[src/rtl/tmfd_pkg.sv]
package tmfd_pkg;

  localparam logic [3:0] KIND_INT8  = 4'd0;
  localparam logic [3:0] KIND_INT16 = 4'd1;
  localparam logic [3:0] KIND_INT32 = 4'd2;
  localparam logic [3:0] KIND_INT64 = 4'd3;
  localparam logic [3:0] KIND_UINT8 = 4'd4;
  localparam logic [3:0] KIND_UINT16 = 4'd5;
  localparam logic [3:0] KIND_UINT32 = 4'd6;
  localparam logic [3:0] KIND_UINT64 = 4'd7;
  localparam logic [3:0] KIND_F32   = 4'd8;
  localparam logic [3:0] KIND_F64   = 4'd9;
  localparam logic [3:0] KIND_BOOL  = 4'd10;

  // quotient bits, one per divider stage
  localparam int QBITS = 64;

  typedef enum logic [1:0] {
    ST_OK       = 2'd0,
    ST_DIV0     = 2'd1,
    ST_MISMATCH = 2'd2,
    ST_NOTPRIM  = 2'd3
  } status_t;

  typedef enum logic [1:0] {
    SP_NONE = 2'd0,
    SP_NAN  = 2'd1,
    SP_INF  = 2'd2,
    SP_ZERO = 2'd3
  } spec_t;

  typedef struct packed {
    logic [3:0]         kind;
    status_t            status;
    spec_t              spec;
    logic               sign;
    logic signed [13:0] exp;
    logic               neg;
  } meta_t;

  typedef struct packed {
    logic [63:0] rem;
    logic [63:0] nq;   // numerator bits shift out, quotient bits shift in
    logic [63:0] den;
  } dstate_t;

  function automatic logic [63:0] kind_mask(input logic [3:0] kind);
    logic [63:0] m;
    unique case (kind)
      KIND_INT8, KIND_UINT8:   m = 64'h0000_0000_0000_00FF;
      KIND_INT16, KIND_UINT16: m = 64'h0000_0000_0000_FFFF;
      KIND_INT32, KIND_UINT32: m = 64'h0000_0000_FFFF_FFFF;
      KIND_INT64, KIND_UINT64: m = 64'hFFFF_FFFF_FFFF_FFFF;
      KIND_BOOL:               m = 64'h0000_0000_0000_0001;
      default:                 m = 64'h0;
    endcase
    return m;
  endfunction

  function automatic logic [5:0] lzc53(input logic [52:0] m);
    logic [5:0] cnt;
    cnt = 6'd53;
    for (int i = 0; i < 53; i++) begin
      if (m[i]) cnt = 6'(52 - i);
    end
    return cnt;
  endfunction

endpackage

[src/rtl/tmfd_div_stage.sv]
module tmfd_div_stage (
  input  logic              clk,
  input  logic              rst_n,
  input  logic              adv,
  input  logic              i_valid,
  input  tmfd_pkg::meta_t   i_meta,
  input  tmfd_pkg::dstate_t i_state,
  output logic              o_valid,
  output tmfd_pkg::meta_t   o_meta,
  output tmfd_pkg::dstate_t o_state
);
  import tmfd_pkg::*;

  logic [64:0] trial, diff;
  logic        ge;
  dstate_t     nxt;

  // one restoring step: bring down a bit, subtract if it fits
  always_comb begin
    trial   = {i_state.rem, i_state.nq[63]};
    diff    = trial - {1'b0, i_state.den};
    ge      = trial >= {1'b0, i_state.den};
    nxt.rem = ge ? diff[63:0] : trial[63:0];
    nxt.nq  = {i_state.nq[62:0], ge};
    nxt.den = i_state.den;
  end

  logic    valid_r;
  meta_t   meta_r;
  dstate_t state_r;

  always_ff @(posedge clk) begin
    if (!rst_n) begin
      valid_r <= 1'b0;
    end else if (adv) begin
      valid_r <= i_valid;
    end
    if (adv) begin
      meta_r  <= i_meta;
      state_r <= nxt;
    end
  end

  assign o_valid = valid_r;
  assign o_meta  = meta_r;
  assign o_state = state_r;

endmodule

[config.mk]
export PLATFORM = sky130hd
export DESIGN_NAME = tmfd_div_stage
export DESIGN_NICKNAME = d
export VERILOG_FILES = /design/src/rtl/tmfd_pkg.sv /design/src/rtl/tmfd_div_stage.sv
export SDC_FILE = /design/constraint.sdc
export NUM_CORES = 1
export LEC_CHECK = 0
export ABC_AREA = 1
export BUFFER_PORTS_ARGS = -buffer_cell sky130_fd_sc_hd__buf_2
export CAP_MARGIN = 20
export CORE_AREA = 2 2 175 177
export CTS_CLUSTER_DIAMETER = 60
export CTS_CLUSTER_SIZE = 30
export DETAILED_ROUTE_END_ITERATION = 12
export DIE_AREA = 0 0 177 179
export GPL_TIMING_DRIVEN = 0
export PLACE_DENSITY = 0.75
export SKIP_CTS_REPAIR_TIMING = 1
export SYNTH_ARGS = -nofsm -noshare
export SYNTH_HDL_FRONTEND = slang
export SYNTH_SLANG_ARGS = --single-unit
export TNS_END_PERCENT = 10
[constraint.sdc]
create_clock -name clk -period 2 [get_ports clk]
set_clock_uncertainty 0.1 [all_clocks]
set_input_delay 0.1 -clock clk [delete_from_list [all_inputs] [get_ports clk]]
set_output_delay 0.1 -clock clk [all_outputs]
set_load 0.01 [all_outputs]
[Yosys cells after proc, flatten, opt, wreduce, memory -nomap -nowiden]
Cells that the tools add are included.
Word-level totals
  bits in registers: 217
Cells by class
  multiplexer cells: 1
  add/subtract/negate cells: 1
  magnitude comparators: 1
Operators with widths (number)
  $ge 65x64->1: 1
  $mux 64: 1
  $sub 64x64->64: 1

[Depth between registers and ports, before layout]
  depth in word-level cells: 2
  mapped depth: 18
  gate-level depth less buffers: 16

[Worst setup path before layout]
Ideal clock, no wire load.
  path kind: in2reg
  start point: input i_state[56] (netlist name)
  end point: register state_r (netlist bit o_state[131]) (data pin)
  arrival time: 1673 ps
  library setup time: 253 ps
  stages: 14
  slack: -26 ps
  cell sequence: inv_1 ha_1 nand2_1 inv_1 a21oi_2 inv_1 o21ai_1 nand3_2 nor2_4 nand2_4 buf_12 buf_12 nand2_2 nand2_1
RTL lines
  start, declared: line tmfd_div_stage.sv:7  | input tmfd_pkg::dstate_t i_state,
  end signal, assigned: line tmfd_div_stage.sv:40  | state_r <= nxt;
  end, declared: line tmfd_div_stage.sv:30  | dstate_t state_r;

==> metrics.md <==
| Metric | Value |
|---|---|
| Vias | approximately 15,000 |
| Post-Layout Cell Count | just under 3,000 |
| Clk root buf | clkbuf_16 |
| CTS H-tree lvls | 1 |
| # port buffers | 436 |
| Core footprint | 30,000 µm² |
| Fin. max-slew vios | 0 |
| Post-Synth Adder-Cell Area | 0.0592 |
| Hold crit path type | primary input to flop |
| Reg clk slew, reported paths | 80 ps |
| Die ar. | 31,700 µm² |
| Max-cap violations | 0 |
| Critical Path, Cell by Cell | buf_2, inv_1, ha_2, nand2_4, inv_2, nand2_1, nand2_2, inv_2, nand3_4, nand2_1, nand2_2, nand2_4, nand2_4, nand2_8, buf_1, nand3_1, nand2_1 |
| Pre-CTS setup slack | -1040 ps |
| DP HPWL | 41.0 mm |
| Outcome | complete, but fails checks |
| CP max-delay cell | buf_1 |
| Compound-Gate Fraction of Synth Area | 0.0209 |
| Flop-to-flop setup slack | around 560 ps |
| Crit Path Max Fanout | 10 |
| Max Root-Sink Buffers | 3 |
| Initial antenna violation count | 0 |
| Max VDD drop | around 0.00067 V |
| Synthesized cell area | 13,900 µm² |
| Total power | approximately 15 mW |
| Power density over the cells | roughly 700 nW/µm² |
| Post-route minimum period | slightly above 2000 ps |
| Num CTS Buffers | 23 |
| Utilization after layout | 0.689 |
| Number of cell rows | 64 |
| Main combinational cell family by area after synthesis | simple AND/OR/NAND/NOR gates |
| Final ANT Viol Nets | 0 |
| CP Launch Type | primary input |
| Pin count of the biggest net entering global routing | 131 |
| Vias in the first global route | 12,300 |
| Avg Cell Area, Syn | between 7 and 8 µm² |
| Setup WS post-layout | -40.7 ps |
| CTS tree | built |
| Final period utilization | 1.02 |
| Yosys Warn Count | 0 |
| Synth Register Bits | between 200 and 250 |
| Slew headroom | 0.510 |
| TritonRoute pass-1 iters | 6 |
| Starting Density | 0.462 |
| Fmax | around 490 MHz |
| Gr usage total | 0.298 |
| Placer congestion estimate | between 0.9 and 1 |
| Synth-to-Final Area Change | 49.3% |
| Leak | 10.4 nW |
| Final hold violation count | 5 |
| Hold_ws | -12.4 ps |
| CP Capture Type | flop |
| Initial DRC count | between 1,000 and 1,500 |
| Ant diodes | 0 |
| Worst Path Required | 2300 ps |
| Clk Latency, worst-skew pair | ~530 ps |
| Share of cells above drive strength 1 | 0.292 |
| # IOs | 437 |
| Final setup violation count | 1 |
| Worst slew pin tran | 735 ps |
| Placed Cells | between 2,000 and 3,000 |
| Synth Area in Simple Gates | 0.312 |
| Unique masters post-synth | 34 |
| Fill cell count | 2,301 |
| Die Height | roughly 180 µm |
| Gr ovfl total | 0 |
| Slowest stage delay, CP | ~400 ps |
| Post-synth EDFFs | around 220 |
| First-pass GRT wire length | ~71 mm |
| Async set-reset flop share out of synthesis | 0 |
| DRC viols | 0 |
| Sequential fraction of the synthesis area | 0.469 |
| WL/cell | between 15 and 20 µm |
| Vias per cell | 5.01 |
| Type of the worst setup path | primary input to flop |
| CTS Sinks | roughly 220 |
| Arrival @ worst endpoint | around 2300 ps |
| Die width | about 180 µm |
| DRT Wirelength | approximately 56 mm |
| Ys flop type | edfxtp_1 |
| Mapped Cells | 1,799 |
| Violated checks | hold timing, setup timing |
| Final setup TNS | -40.7 ps |
| Fin nets | ~2,800 |
| Post-Syn Nets | 2,084 |
| Synth Area in XOR/XNOR | 0.0196 |
| Mux share of post-synthesis cell area | 0 |
==> state kept, by name, indices dropped and copies added (netlist names) <==
name,count
o_state,192
o_meta,24
o_valid,1
==> routing by layer <==
metal / vias up / track usage / part of all wire
met4: 0 / 0.0882 / 0.041
met2: 680 / 0.523 / 0.49
met3: 124 / 0.0428 / 0.074
met1: 6751 / 0.381 / 0.40
li1: 6967 / - / -
met5: - / 0 / 0
==> kinds of logic (layout without fill, tap and decap cells) <==
group                    Yosys count  in the layout
buffers and inverters            419           1124
flip-flops                       217            217
AND/OR/NAND/NOR                 1012           1012
AO/OA/AOI/OAI                     55             55
adder cells (fa/ha/maj)           65             65
XOR/XNOR                          31             31
==> synth_stat cells (7+ instances only) <==
library cell	count	area [µm²]
xor2_1	30	263
inv_2	21	78.8
nand2_1	658	2470
edfxtp_1	216	6490
nor2_2	19	119
nand2_2	42	263
inv_1	377	1420
o21ai_0	7	35.0
nand3_1	142	711
nand3b_1	16	120
a21oi_1	43	215
nor3_1	9	45.0
nor2_1	96	360
nor2_4	7	78.8
ha_1	64	801
==> placed cells by master (no fill, tap or decap), drive strengths merged <==
cell	Yosys	routed
bufinv	0	1
nor2	122	122
nand3	144	144
nand2	702	702
or2	1	1
a21oi	46	46
o21ai	8	8
clkinvlp	0	2
fa	1	1
nor3	10	10
nand3b	16	16
ha	64	64
edfxtp	216	216
nand4	6	6
dfxtp	1	1
dlygate4sd3	0	217
a21o	1	1
and2	2	2
nor4	6	6
clkbuf	5	31
buf	14	458
xor2	30	30
clkinv	2	7
xnor2	1	1
and3	3	3
inv	398	408
==> worst paths after layout <==
kind | start | endpoint | cells after the start
worst max-delay path | i_state[7] | o_state[149]$_DFFE_PP_ | 17
worst min-delay path | adv | o_state[86]$_DFFE_PP_ | 1
worst max register to register | o_valid$_SDFFE_PN0P_ | o_valid$_SDFFE_PN0P_ | 3
worst min register to register | o_valid$_SDFFE_PN0P_ | o_valid$_SDFFE_PN0P_ | 3
==> stage by stage <==
step           cell area (µm²)  hold WS, ps
3_5_place_dp             16700          178
6_report                 20700        -12.4
2_1_floorplan            14000         93.5
5_1_grt                  20700         20.8
4_1_cts                  17500         -378
3_3_place_gp             16600          177
==> worst max-delay path: cells and delay by family <==
family,cells,cell delay (ps)
adder cells (fa/ha/maj),1,310
AND/OR/NAND/NOR,11,1240
buffers and inverters,5,680
==> final cells by class <==
cell class                      instances  area, µm²  share of cell area
Clock inverter                         18        224              0.0108
Timing Repair Buffer                  664       4500               0.218
Inverter                              400       1500              0.0725
Buffer                                 19        169             0.00816
Sequential cell                       217       6510               0.314
Tap cell                              396        495              0.0239
Multi-Input combinational cell       1163       6720               0.325
Clock buffer                           23        576              0.0278
==> report_power, final <==
part	switching (mW)	total (mW)	internal, mW
Clock	2.15	4.55	2.39
Combinational	2.59	4.29	1.70
Sequential	0.125	5.68	5.56
Total	4.87	14.5	9.65
Power figures use the tool's default switching activity.
