==> config.mk <==
export PLATFORM = sky130hd
export DESIGN_NAME = tmfd_round
export DESIGN_NICKNAME = d
export VERILOG_FILES = /design/src/rtl/tmfd_pkg.sv /design/src/rtl/tmfd_round.sv
export SDC_FILE = /design/constraint.sdc
export NUM_CORES = 1
export LEC_CHECK = 0
export ABC_AREA = 1
export BUFFER_PORTS_ARGS = -buffer_cell sky130_fd_sc_hd__buf_2
export CORE_MARGIN = 1.5
export CORE_UTILIZATION = 50
export CTS_CLUSTER_DIAMETER = 200
export DETAILED_ROUTE_END_ITERATION = 6
export HOLD_SLACK_MARGIN = 0.03
export PLACE_DENSITY = 0.75
export SYNTH_ARGS = -nofsm -noshare
export SYNTH_HDL_FRONTEND = slang
export SYNTH_SLANG_ARGS = --single-unit
==> constraint.sdc <==
create_clock -name clk -period 4.1 [get_ports clk]
set_clock_uncertainty 0.2 [all_clocks]
set_input_delay 0.82 -clock clk [delete_from_list [all_inputs] [get_ports clk]]
set_output_delay 0.82 -clock clk [all_outputs]
set_load 0.02 [all_outputs]
==> src/rtl/tmfd_pkg.sv <==
package tmfd_pkg;

  localparam logic [3:0] KIND_INT8  = 4'd0;
  localparam logic [3:0] KIND_INT16 = 4'd1;
  localparam logic [3:0] KIND_INT32 = 4'd2;
  localparam logic [3:0] KIND_INT64 = 4'd3;
  localparam logic [3:0] KIND_UINT8 = 4'd4;
  localparam logic [3:0] KIND_UINT16 = 4'd5;
  localparam logic [3:0] KIND_UINT32 = 4'd6;
  localparam logic [3:0] KIND_UINT64 = 4'd7;
  localparam logic [3:0] KIND_F32   = 4'd8;
  localparam logic [3:0] KIND_F64   = 4'd9;
  localparam logic [3:0] KIND_BOOL  = 4'd10;

  // quotient bits, one per divider stage
  localparam int QBITS = 64;

  typedef enum logic [1:0] {
    ST_OK       = 2'd0,
    ST_DIV0     = 2'd1,
    ST_MISMATCH = 2'd2,
    ST_NOTPRIM  = 2'd3
  } status_t;

  typedef enum logic [1:0] {
    SP_NONE = 2'd0,
    SP_NAN  = 2'd1,
    SP_INF  = 2'd2,
    SP_ZERO = 2'd3
  } spec_t;

  typedef struct packed {
    logic [3:0]         kind;
    status_t            status;
    spec_t              spec;
    logic               sign;
    logic signed [13:0] exp;
    logic               neg;
  } meta_t;

  typedef struct packed {
    logic [63:0] rem;
    logic [63:0] nq;   // numerator bits shift out, quotient bits shift in
    logic [63:0] den;
  } dstate_t;

  function automatic logic [63:0] kind_mask(input logic [3:0] kind);
    logic [63:0] m;
    unique case (kind)
      KIND_INT8, KIND_UINT8:   m = 64'h0000_0000_0000_00FF;
      KIND_INT16, KIND_UINT16: m = 64'h0000_0000_0000_FFFF;
      KIND_INT32, KIND_UINT32: m = 64'h0000_0000_FFFF_FFFF;
      KIND_INT64, KIND_UINT64: m = 64'hFFFF_FFFF_FFFF_FFFF;
      KIND_BOOL:               m = 64'h0000_0000_0000_0001;
      default:                 m = 64'h0;
    endcase
    return m;
  endfunction

  function automatic logic [5:0] lzc53(input logic [52:0] m);
    logic [5:0] cnt;
    cnt = 6'd53;
    for (int i = 0; i < 53; i++) begin
      if (m[i]) cnt = 6'(52 - i);
    end
    return cnt;
  endfunction

endpackage

==> src/rtl/tmfd_round.sv <==
module tmfd_round (
  input  logic              clk,
  input  logic              rst_n,
  input  logic              adv,
  input  logic              i_valid,
  input  tmfd_pkg::meta_t   i_meta,
  input  tmfd_pkg::dstate_t i_state,
  output logic              out_valid,
  output logic [63:0]       out_quotient,
  output logic [3:0]        out_result_kind,
  output logic [1:0]        out_status
);
  import tmfd_pkg::*;

  logic [63:0]        q, qsh, lmask, qi, val;
  logic               is64, isflt, ovf, sub, big, lost, stk;
  logic signed [13:0] bias, be, samt;
  logic [5:0]         sh;
  logic [10:0]        base;

  // exponent, denormalizing right shift and its sticky bit; integers get their sign back
  always_comb begin
    q     = i_state.nq;
    is64  = (i_meta.kind == KIND_F64);
    isflt = (i_meta.kind == KIND_F32) || is64;
    bias  = is64 ? 14'sd1023 : 14'sd127;
    be    = i_meta.exp + bias;
    ovf   = is64 ? (be >= 14'sd2047) : (be >= 14'sd255);
    sub   = be < 14'sd1;
    samt  = 14'sd1 - be;
    big   = sub && (samt > 14'sd63);
    sh    = sub ? samt[5:0] : 6'd0;
    lmask = ~(~64'd0 << sh);
    qsh   = big ? 64'd0 : (q >> sh);
    lost  = big ? (q != 64'd0) : ((q & lmask) != 64'd0);
    stk   = (i_state.rem != 64'd0) || lost;
    base  = sub ? 11'd0 : (be[10:0] - 11'd1);
    qi    = i_meta.neg ? (64'd0 - q) : q;
    val   = isflt ? qsh : qi;
  end

  logic        v_r, stk_r, ovf_r;
  meta_t       meta_r;
  logic [63:0] val_r;
  logic [10:0] base_r;

  always_ff @(posedge clk) begin
    if (!rst_n) begin
      v_r <= 1'b0;
    end else if (adv) begin
      v_r <= i_valid;
    end
    if (adv) begin
      meta_r <= i_meta;
      val_r  <= val;
      stk_r  <= stk;
      ovf_r  <= ovf;
      base_r <= base;
    end
  end

  // round to nearest even and pack; error words give zero, integers are masked to their kind
  logic        r64, r32, up64, up32;
  logic [63:0] res64, res;
  logic [31:0] res32;

  always_comb begin
    r64   = (val_r[9:0] != 10'd0) || stk_r;
    up64  = val_r[10] && (r64 || val_r[11]);
    res64 = {1'b0, base_r, 52'd0} + {11'd0, val_r[63:11]} + {63'd0, up64};
    r32   = (val_r[38:0] != 39'd0) || stk_r;
    up32  = val_r[39] && (r32 || val_r[40]);
    res32 = {1'b0, base_r[7:0], 23'd0} + {8'd0, val_r[63:40]} + {31'd0, up32};
    res   = 64'd0;
    if (meta_r.status != ST_OK) begin
      res = 64'd0;
    end else if (meta_r.kind == KIND_F64) begin
      unique case (meta_r.spec)
        SP_NAN:  res = 64'h7FF8_0000_0000_0000;
        SP_INF:  res = {meta_r.sign, 11'h7FF, 52'd0};
        SP_ZERO: res = {meta_r.sign, 63'd0};
        default: res = ovf_r ? {meta_r.sign, 11'h7FF, 52'd0} : {meta_r.sign, res64[62:0]};
      endcase
    end else if (meta_r.kind == KIND_F32) begin
      unique case (meta_r.spec)
        SP_NAN:  res = 64'h0000_0000_7FC0_0000;
        SP_INF:  res = {32'd0, meta_r.sign, 8'hFF, 23'd0};
        SP_ZERO: res = {32'd0, meta_r.sign, 31'd0};
        default: res = ovf_r ? {32'd0, meta_r.sign, 8'hFF, 23'd0}
                             : {32'd0, meta_r.sign, res32[30:0]};
      endcase
    end else begin
      res = val_r & kind_mask(meta_r.kind);
    end
  end

  logic        ov_r;
  logic [63:0] oq_r;
  logic [3:0]  ok_r;
  status_t     os_r;

  always_ff @(posedge clk) begin
    if (!rst_n) begin
      ov_r <= 1'b0;
    end else if (adv) begin
      ov_r <= v_r;
    end
    if (adv) begin
      oq_r <= res;
      ok_r <= meta_r.kind;
      os_r <= meta_r.status;
    end
  end

  assign out_valid       = ov_r;
  assign out_quotient    = oq_r;
  assign out_result_kind = ok_r;
  assign out_status      = os_r;

endmodule

# After elaboration in Yosys (flattened, before gate mapping)
# Memory sizes are Yosys's and may differ from the RTL's. A register that Yosys moved wholly into a read port is not among the register bits.
# Cells that the tools add are included.
[classes] n_addsub=8 mul=0 div=0 magnitude_cmp=4 n_eq_ne=7 shift=2 mux=17 bitwise=3 reduce_logical=15
[op_table] op="$mux 64" count=8
[op_table] op="$pmux 64 s3" count=1
[op_table] op="$reduce_bool 64->1" count=3
[op_table] op="$and 64x64->64" count=2
[op_table] op="$pmux 32 s3" count=1
[op_table] op="$not 64->64" count=1
[op_table] op="$shl 64x6->64 const A" count=1
[op_table] op="$shr 64x6->64" count=1
[op_table] op="$sub 1x64->64 const A" count=1
[op_table] op="$add 63x1->63" count=1
[op_table] op="$add 63x53->63" count=1
[op_table] op="$mux 63" count=1
[op_table] op="$reduce_bool 39->1" count=1
[op_table] op="$add 31x1->31" count=1
[op_table] op="$add 31x24->31" count=1
[op_table] op="$mux 31" count=1
[op_table] op="$eq 4x4->1 const B" count=4
[op_table] op="$add 14x11->14" count=1
[op_table] op="$ge 14x12->1 const B" count=1
[op_table] op="$ge 14x9->1 const B" count=1
[op_table] op="$gt 14x7->1 const B" count=1
[op_table] op="$lt 14x2->1 const B" count=1
[op_table] op="$sub 2x14->14 const A" count=1
[op_table] op="$sub 11x1->11 const B" count=1
[op_table] op="other kinds (10)" count=19
[word_totals] register_bits=158 latch_bits=0 ramBits=0 rom_bits=1024 out_inout_bits=71 elab_cells=70 memories=1
[mem_list] memory="(no name shown)" words=16 word_bits=64 rd=1 rd_ports_with_merged_regs=1 write_ports=0 line_no="tmfd_pkg.sv:49" text="unique case (kind)"

# Depth between registers and ports, before layout
# Gate-level depths: netlist of the first run.
[logic_depth] ltp_word=11 ltp_mapped=31 depth_no_buf=29

# Worst setup path before layout of the first run
# OpenSTA, ideal clock, no wires.
[synth_timing] path_kind="in2reg" start="input port i_meta[1] (netlist bit)" end="register stk_r, data pin" setup_time_ps=252 arrival_time_ps=3772 path_slack_ps=-125 path_stages=28 path_buffers=2 cell_sequence="buf_6 -> inv_6 -> ha_1 -> or2_2 -> nand2_2 -> ha_1 -> nand3_1 -> nor2_2 -> nand3_2 -> nor2_2 -> nand2_1 -> nor2_4 -> nand4_4 -> nand2_2 -> inv_2 -> buf_2 -> o21ai_2 -> nand2_1 -> nand2_1 -> nand2_1 -> nand2_1 -> nand2_1 -> nor2_1 -> nand3_1 -> nor2_1 -> nand2_1 -> nand2_1 -> nand2_1"
[synth_between] elab_chain_len=9
[synth_lines] item="start: declaration" line_no="tmfd_round.sv:6" text="input tmfd_pkg::meta_t i_meta,"
[synth_lines] item="$add 14x11->14 (*)" line_no="tmfd_round.sv:27" text="be = i_meta.exp + bias;"
[synth_lines] item="$sub 2x14->14 or $lt 14x2->1 (tied branches)" line_no="tmfd_round.sv:30, tmfd_round.sv:29"
[synth_lines] item="$mux 6" line_no="tmfd_round.sv:32" text="sh = sub ? samt[5:0] : 6'd0;"
[synth_lines] item="$shl 64x6->64" line_no="tmfd_round.sv:33" text="lmask = ~(~64'd0 << sh);"
[synth_lines] item="$not 64->64" line_no="tmfd_round.sv:33"
[synth_lines] item="$and 64x64->64" line_no="tmfd_round.sv:35" text="lost = big ? (q != 64'd0) : ((q & lmask) != 64'd0);"
[synth_lines] item="$reduce_bool 64->1" line_no="tmfd_round.sv:35"
[synth_lines] item="$mux 1 (*)" line_no="tmfd_round.sv:35"
[synth_lines] item="$logic_or 1x1->1 (*)" line_no="tmfd_round.sv:36" text="stk = (i_state.rem != 64'd0) || lost;"
[synth_lines] item="named net stk" line_no="tmfd_round.sv:16" text="logic is64, isflt, ovf, sub, big, lost, stk;"
[synth_lines] item="end signal: assignment" line_no="tmfd_round.sv:56" text="stk_r <= stk;"
[synth_lines] item="end: declaration" line_no="tmfd_round.sv:42" text="logic v_r, stk_r, ovf_r;"
# Mark *: on every way through the listed nets, which the timed path passes. The rest lies on a longest branch.
# A chain may end at the register's enable or synchronous reset.

# Worst setup path in the final report of the first run
[layout_timing] start="input port i_meta[1] (netlist bit)" end="register val_r[2], data pin"
[layout_between] elab_chain_len=6
[layout_lines] item="$add 14x11->14 (*)" line_no="tmfd_round.sv:27"
[layout_lines] item="$sub 2x14->14 or $lt 14x2->1 (tied branches)" line_no="tmfd_round.sv:30, tmfd_round.sv:29"
[layout_lines] item="$gt 14x7->1 or $mux 6 (tied branches)" line_no="tmfd_round.sv:31, tmfd_round.sv:32"
[layout_lines] item="$logic_and 1x1->1 or $shr 64x6->64 (tied branches)" line_no="tmfd_round.sv:31, tmfd_round.sv:34"
[layout_lines] item="$mux 64 (*)" line_no="tmfd_round.sv:34" text="qsh = big ? 64'd0 : (q >> sh);"
[layout_lines] item="$mux 64 (*)" line_no="tmfd_round.sv:39" text="val = isflt ? qsh : qi;"
[layout_lines] item="named net val[2]" line_no="tmfd_round.sv:15" text="logic [63:0] q, qsh, lmask, qi, val;"
[layout_lines] item="end signal: assignment" line_no="tmfd_round.sv:55" text="val_r <= val;"
[layout_lines] item="end: declaration" line_no="tmfd_round.sv:44" text="logic [63:0] val_r;"
# Marks and branches as above.

==> results.yml, run 1 <==
status:
  status: "finished, violations left"
  violations: "DRC, setup timing"
detailed_routing:
  num_vias: 22460
  dr.pass1.iters: 7
  drc: 2
  wl_per_cell_um: 22.70
  ant_nets: 0
  viasPerCell: 6.143
  wl_mm: 82.99
  drt_first_iter_violations: 3323
worst_setup_path:
  max_stage_delay_ps: 240
  start_kind: "input port"
  cp.buffers_inverters: 9
  critical_path.max_fanout: 14
  critPathSlowestCell: "or2_4"
  worstPathRequired_ps: 4090
  cp.arrival_ps: 4150
  crit_family: "simple AND/OR/NAND/NOR gates"
  cp-end-kind: "flop"
  critical_path_class: "in2reg"
power_and_ir_drop:
  netSwitchingFraction_pct: 41.02
  finalPower_mw: 6.434
  ir_worst_vdd_v: 0.0002644
  p_sw_mw: 2.639
  power_frac_seq_pct: 33.5
  power.internal_mw: 3.795
  pwr-share-comb_pct: 41.9
  power_frac_clock_pct: 24.6
  powerDensity_mw_per_mm2: 285.9
  p_leak_nw: 10.07
logic_synthesis:
  syn_avg_cell_area_um2: 6.260
  yosysTopAreaCell: "edfxtp_1"
  synth.most_common_cell: "nand2_1"
  ys_top_cells_by_area: "edfxtp_1 (28%), nand2_1 (17%), nand3_1 (8.9%)"
  netlist-cell-type-count: 65
  synthFlopType: "edfxtp_1"
  synth_edf_count: 156
  syn_area_mm2: 0.01700
  ys_warn_count: 0
  synth_top_area_share_pct: 27.56
  synth_cells: 2715
  syn_nets: 2947
  yosysSeqAreaShare_pct: 28.39
  ys_async_sr_fraction_pct: 0
  ys_ff_latch: 163
  synth_common_cells: "nand2_1 (772), nand3_1 (303), inv_1 (273), nor2_1 (222), o21ai_0 (162)"
global_route:
  grt_pass1_vias: 19860
  grt_overflow_total: 0
  grt_max_degree: 87
  grt_antenna_before_repair: 4
  grt_first_pass_wirelength_mm: 116.8
  grt_usage_pct: 44.16
placed_design:
  dpl.hpwl_mm: 63.57
  placed_cells: 3579
  numPortBuffers: 226
  place_congestion: 1.166
floorplan:
  coreArea_mm2: 0.03353
  start_util_pct: 50.68
  row_count: 67
  io_pins: 291
  die_h_um: 187.4
  dieArea_mm2: 0.03511
  die_x_um: 187.4
finish:
  nets: 3424
  area_growth_pct: 32.41
  final_cell_count_no_fill: 3656
  drive_gt1_share_pct: 25.90
cts:
  cts_inserted_buffers: 17
  cts_tree: "yes"
  path_clk_slew_ps: 70
  postCtsHoldBufs: 0
  root_buffer: "clkbuf_16"
  cts.path.max_buffers: 2
  htreeDepth: 4
  clkSinkCount: 163
  clock_latency_ps: 450
run:
  drv_cap: 0
sta:
  relSlewSlack_pct: 29.73
  setup_viol: 8
  hold_viol_final: 0
  finalMaxSlewViolations: 0
  finalWorstSetupSlack_ps: -61.83
  tightest_slew_ps: 1053
  rsz0062_at_grt: "yes"
  fmax_ghz: 0.2403
  period_needed_ps: 4162
  period_share_pct: 101.5
hold_path:
  hold_path.class: "reg2reg"
## placed cells by master, fill, tap and decap left out, types with 18 or more instances in the layout
master / instances
nand2_1: 744
buf_4: 312
nand3_1: 278
inv_1: 270
buf_2: 224
nor2_1: 206
edfxtp_1: 156
o21ai_0: 133
o21ai_1: 111
a21oi_1: 111
nor3_1: 64
nand4_1: 64
o21ai_2: 53
nor4_1: 46
o211ai_1: 45
nand2_2: 30
xor2_1: 29
clkbuf_16: 28
nand3_2: 23
nor2_4: 20
a31oi_1: 19
nor2_2: 18
## kinds of logic after synthesis
| kind of cell | share of synthesized area [%] |
|---|---|
| AND/OR/NAND/NOR | 40.56 |
| AO/OA/AOI/OAI | 17.66 |
| buffers and inverters | 10.10 |
| flip-flops | 28.39 |
| XOR/XNOR | 2.172 |
| adder cells (fa/ha/maj) | 0.8834 |
| multiplexers | 0.2356 |
## through the flow
| step | hold slack (ps) | setup WS [ps] | utilization (%) | setup TNS [ps] | cell area, um^2 |
|---|---|---|---|---|---|
| after detailed placement | 235.7 | -598.3 | 61.62 | -26170 | 20660 |
| after floorplan | 226.4 | -10.38 | - | -10.38 | 17040 |
| after CTS | 253.0 | 6.249 | 63.53 | 0 | 21300 |
| after global routing | 271.7 | -98.73 | 67.11 | -1844 | 22500 |
| after global placement | 236.3 | -500.8 | 61.62 | -17670 | 20660 |
| final | 255.2 | -61.83 | 67.11 | -227.0 | 22500 |
## metal layers
layer / track usage, % / vias to the layer above / wire (um)
li1: - / 10240 / -
met3: 6.698 / 349 / 9390
met2: 69.76 / 1696 / 36120
met1: 55.17 / 10180 / 30180
met4: 31.73 / 0 / 7297
met5: 0 / - / 0
## worst paths after layout
| check | endpoint | depth (start not counted) | slack, ps | start |
|---|---|---|---|---|
| worst max-delay path | val_r[2] | 26 | -60 | i_meta[1] |
| worst min-delay path | out_result_kind[2] | 0 | 260 | meta_r[22] |
| worst max register to register | out_quotient[60] | 20 | 160 | val_r[11] |
| worst min register to register | out_result_kind[2] | 0 | 260 | meta_r[22] |
## flip-flops by register name, summed over array words and instances, names as in the netlist, named ones only
name	cells
val_r	64
ovf_r	1
out_valid	1
stk_r	1
meta_r	9
out_status	2
out_result_kind	4
base_r	11
v_r	1
out_quotient	64
## layout make-up
cell class	instances	area, um^2
antenna	3	7.507
clock buffer	20	467.9
clock inverter	12	108.9
fill	3035	11030
inverter	294	1124
multi-input combinational	2140	11190
sequential	163	4825
tap	448	560.5
timing repair buffer	576	4220
## power groups by stage
stage | sequential [mW] | combinational [mW] | clock, mW
after CTS | 2.14 | 2.36 | 1.59
after detailed placement | 2.18 | 2.34 | 0
final | 2.16 | 2.70 | 1.58
after global placement | 2.18 | 2.31 | 0
after global routing | 2.16 | 2.84 | 1.65
after floorplan | 2.16 | 1.27 | 0
## what timing repair did
item                                    in CTS  in global routing
endpoints found under the setup margin      15                 72
pin swaps                                    4                 54
buffers inserted                             0                 29
hold endpoints to repair                     0                  0
gates resized for setup                     13                203
cloned                                       1                 12
(Power assumes the default switching activity.)
==> inputs of run 2 (changes only) <==
- SETUP_SLACK_MARGIN: unset -> 0.15
==> results.yml, run 2 (synthesis results as in run 1) <==
sta:
  finalMaxSlewViolations: 0
  fmax_ghz: 0.2294
  hold_viol_final: 0
  hold-worst-slack_ps: 248.6
  tightest_slew_ps: 1104
  setup_viol: 3
  rsz0062_at_grt: "yes"
  period_share_pct: 106.3
  period_needed_ps: 4359
  relSlewSlack_pct: 26.32
  finalWorstSetupSlack_ps: -258.9
finish:
  area_growth_pct: 41.32
  layout.cells.most_common_list: "nand2_1 (686), buf_4 (298), inv_1 (264)"
  mostFrequentLayoutCell: "nand2_1"
  final_util_pct: 71.62
  nets: 3444
  final_cell_count_no_fill: 3679
  fillers: 2684
  drive_gt1_share_pct: 31.47
cts:
  path_clk_slew_ps: 70
  cts_inserted_buffers: 17
  cts_tree: "yes"
  clock_latency_ps: 450
  root_buffer: "clkbuf_16"
  clkSinkCount: 163
  htreeDepth: 4
  cts.path.max_buffers: 2
detailed_routing:
  drt_first_iter_violations: 3605
  dr.pass1.iters: 7
  ant_nets: 0
  drc: 11
  num_vias: 23320
  wl_per_cell_um: 23.46
  viasPerCell: 6.339
  wl_mm: 86.30
worst_setup_path:
  critical_path_class: "in2reg"
  cp-end-kind: "flop"
  critical_path.max_fanout: 5
  max_stage_delay_ps: 220
  r2r_setup_slack_ps: 310
  cp.arrival_ps: 4350
  path_common_cell: "nand2_2"
  worstPathRequired_ps: 4090
  start_kind: "input port"
  critPathSlowestCell: "nand4_4"
global_route:
  grt_pass1_vias: 20050
  grt_overflow_total: 0
  grt_usage_pct: 43.96
  grt_max_degree: 72
  grt_antenna_before_repair: 5
  grt_first_pass_wirelength_mm: 116.6
power_and_ir_drop:
  ir_worst_vdd_v: 0.0002616
  powerDensity_mw_per_mm2: 282.9
  p_leak_nw: 10.56
floorplan:
  coreArea_mm2: 0.03353
  start_util_pct: 50.68
  dieArea_mm2: 0.03511
  die_x_um: 187.4
  row_count: 67
  die_h_um: 187.4
  io_pins: 291
placed_design:
  place_congestion: 1.130
  placed_cells: 3563
  dpl.hpwl_mm: 62.51
  numPortBuffers: 226
hold_path:
  hold_path.class: "reg2reg"
status:
  status: "finished, violations left"
  violations: "DRC, setup timing"
run:
  drv_cap: 0
-- run 2: area by class of cell --
class / instances / area, um^2 / area share [%]
clock buffers: 19 / 442.9 / 1.844
repair inverters: 2 / 17.52 / 0.07294
repair buffers: 594 / 4751 / 19.78
diodes: 6 / 15.01 / 0.06252
well taps: 448 / 560.5 / 2.334
multi-input cells: 2140 / 12130 / 50.49
flip-flops and latches: 163 / 4825 / 20.09
inverters: 294 / 1151 / 4.793
clock inverters: 13 / 127.6 / 0.5314
-- run 2: where the power goes --
part,internal (mW),switching (mW)
Sequential,1.99,0.166
Clock,0.860,0.696
Combinational,1.12,1.96
-- run 2: layer usage --
| metal | track usage, % | up-vias | part of all wire (%) | routed length [um] |
|---|---|---|---|---|
| met3 | 7.467 | 547 | 13 | 10980 |
| met5 | 0 | - | 0.010 | 9 |
| met4 | 30.96 | 2 | 9.9 | 8537 |
| met1 | 54.57 | 10500 | 35 | 29980 |
| met2 | 69.56 | 1988 | 43 | 36780 |
| li1 | - | 10290 | - | - |
-- run 2: final timing paths --
path                             end        from  depth (start not counted)
setup / recovery               stk_r   i_meta[2]                         29
hold / removal    out_result_kind[2]  meta_r[22]                          0
setup reg to reg    out_quotient[62]   val_r[10]                         27
hold reg to reg   out_result_kind[2]  meta_r[22]                          0
-- run 2: what timing repair did --
item,CTS,global route
resized for setup,93,383
gates cloned,2,20
buffers inserted,4,52
pin swaps,16,139
endpoints found under the setup margin,62,74
hold buffers,0,0
-- run 2: critical path, delay by kind of cell --
family / cells / cell delay, ps
adder cells (fa/ha/maj): 1 / 150
buffers and inverters: 7 / 820
AND/OR/NAND/NOR: 21 / 2520
-- run 2: stage by stage --
| stage | total power, mW | setup slack, ps | TNS, ps | cell area (um^2) |
|---|---|---|---|---|
| floorplan | 3.438 | 96.95 | 0 | 17110 |
| global placement | 4.471 | -515.4 | -24630 | 20600 |
| detailed placement | 4.508 | -642.6 | -30100 | 20600 |
| CTS | 6.126 | 124.0 | 0 | 21610 |
| global route | 6.992 | -241.0 | -991.6 | 24010 |
| finish | 6.795 | -258.9 | -359.4 | 24020 |
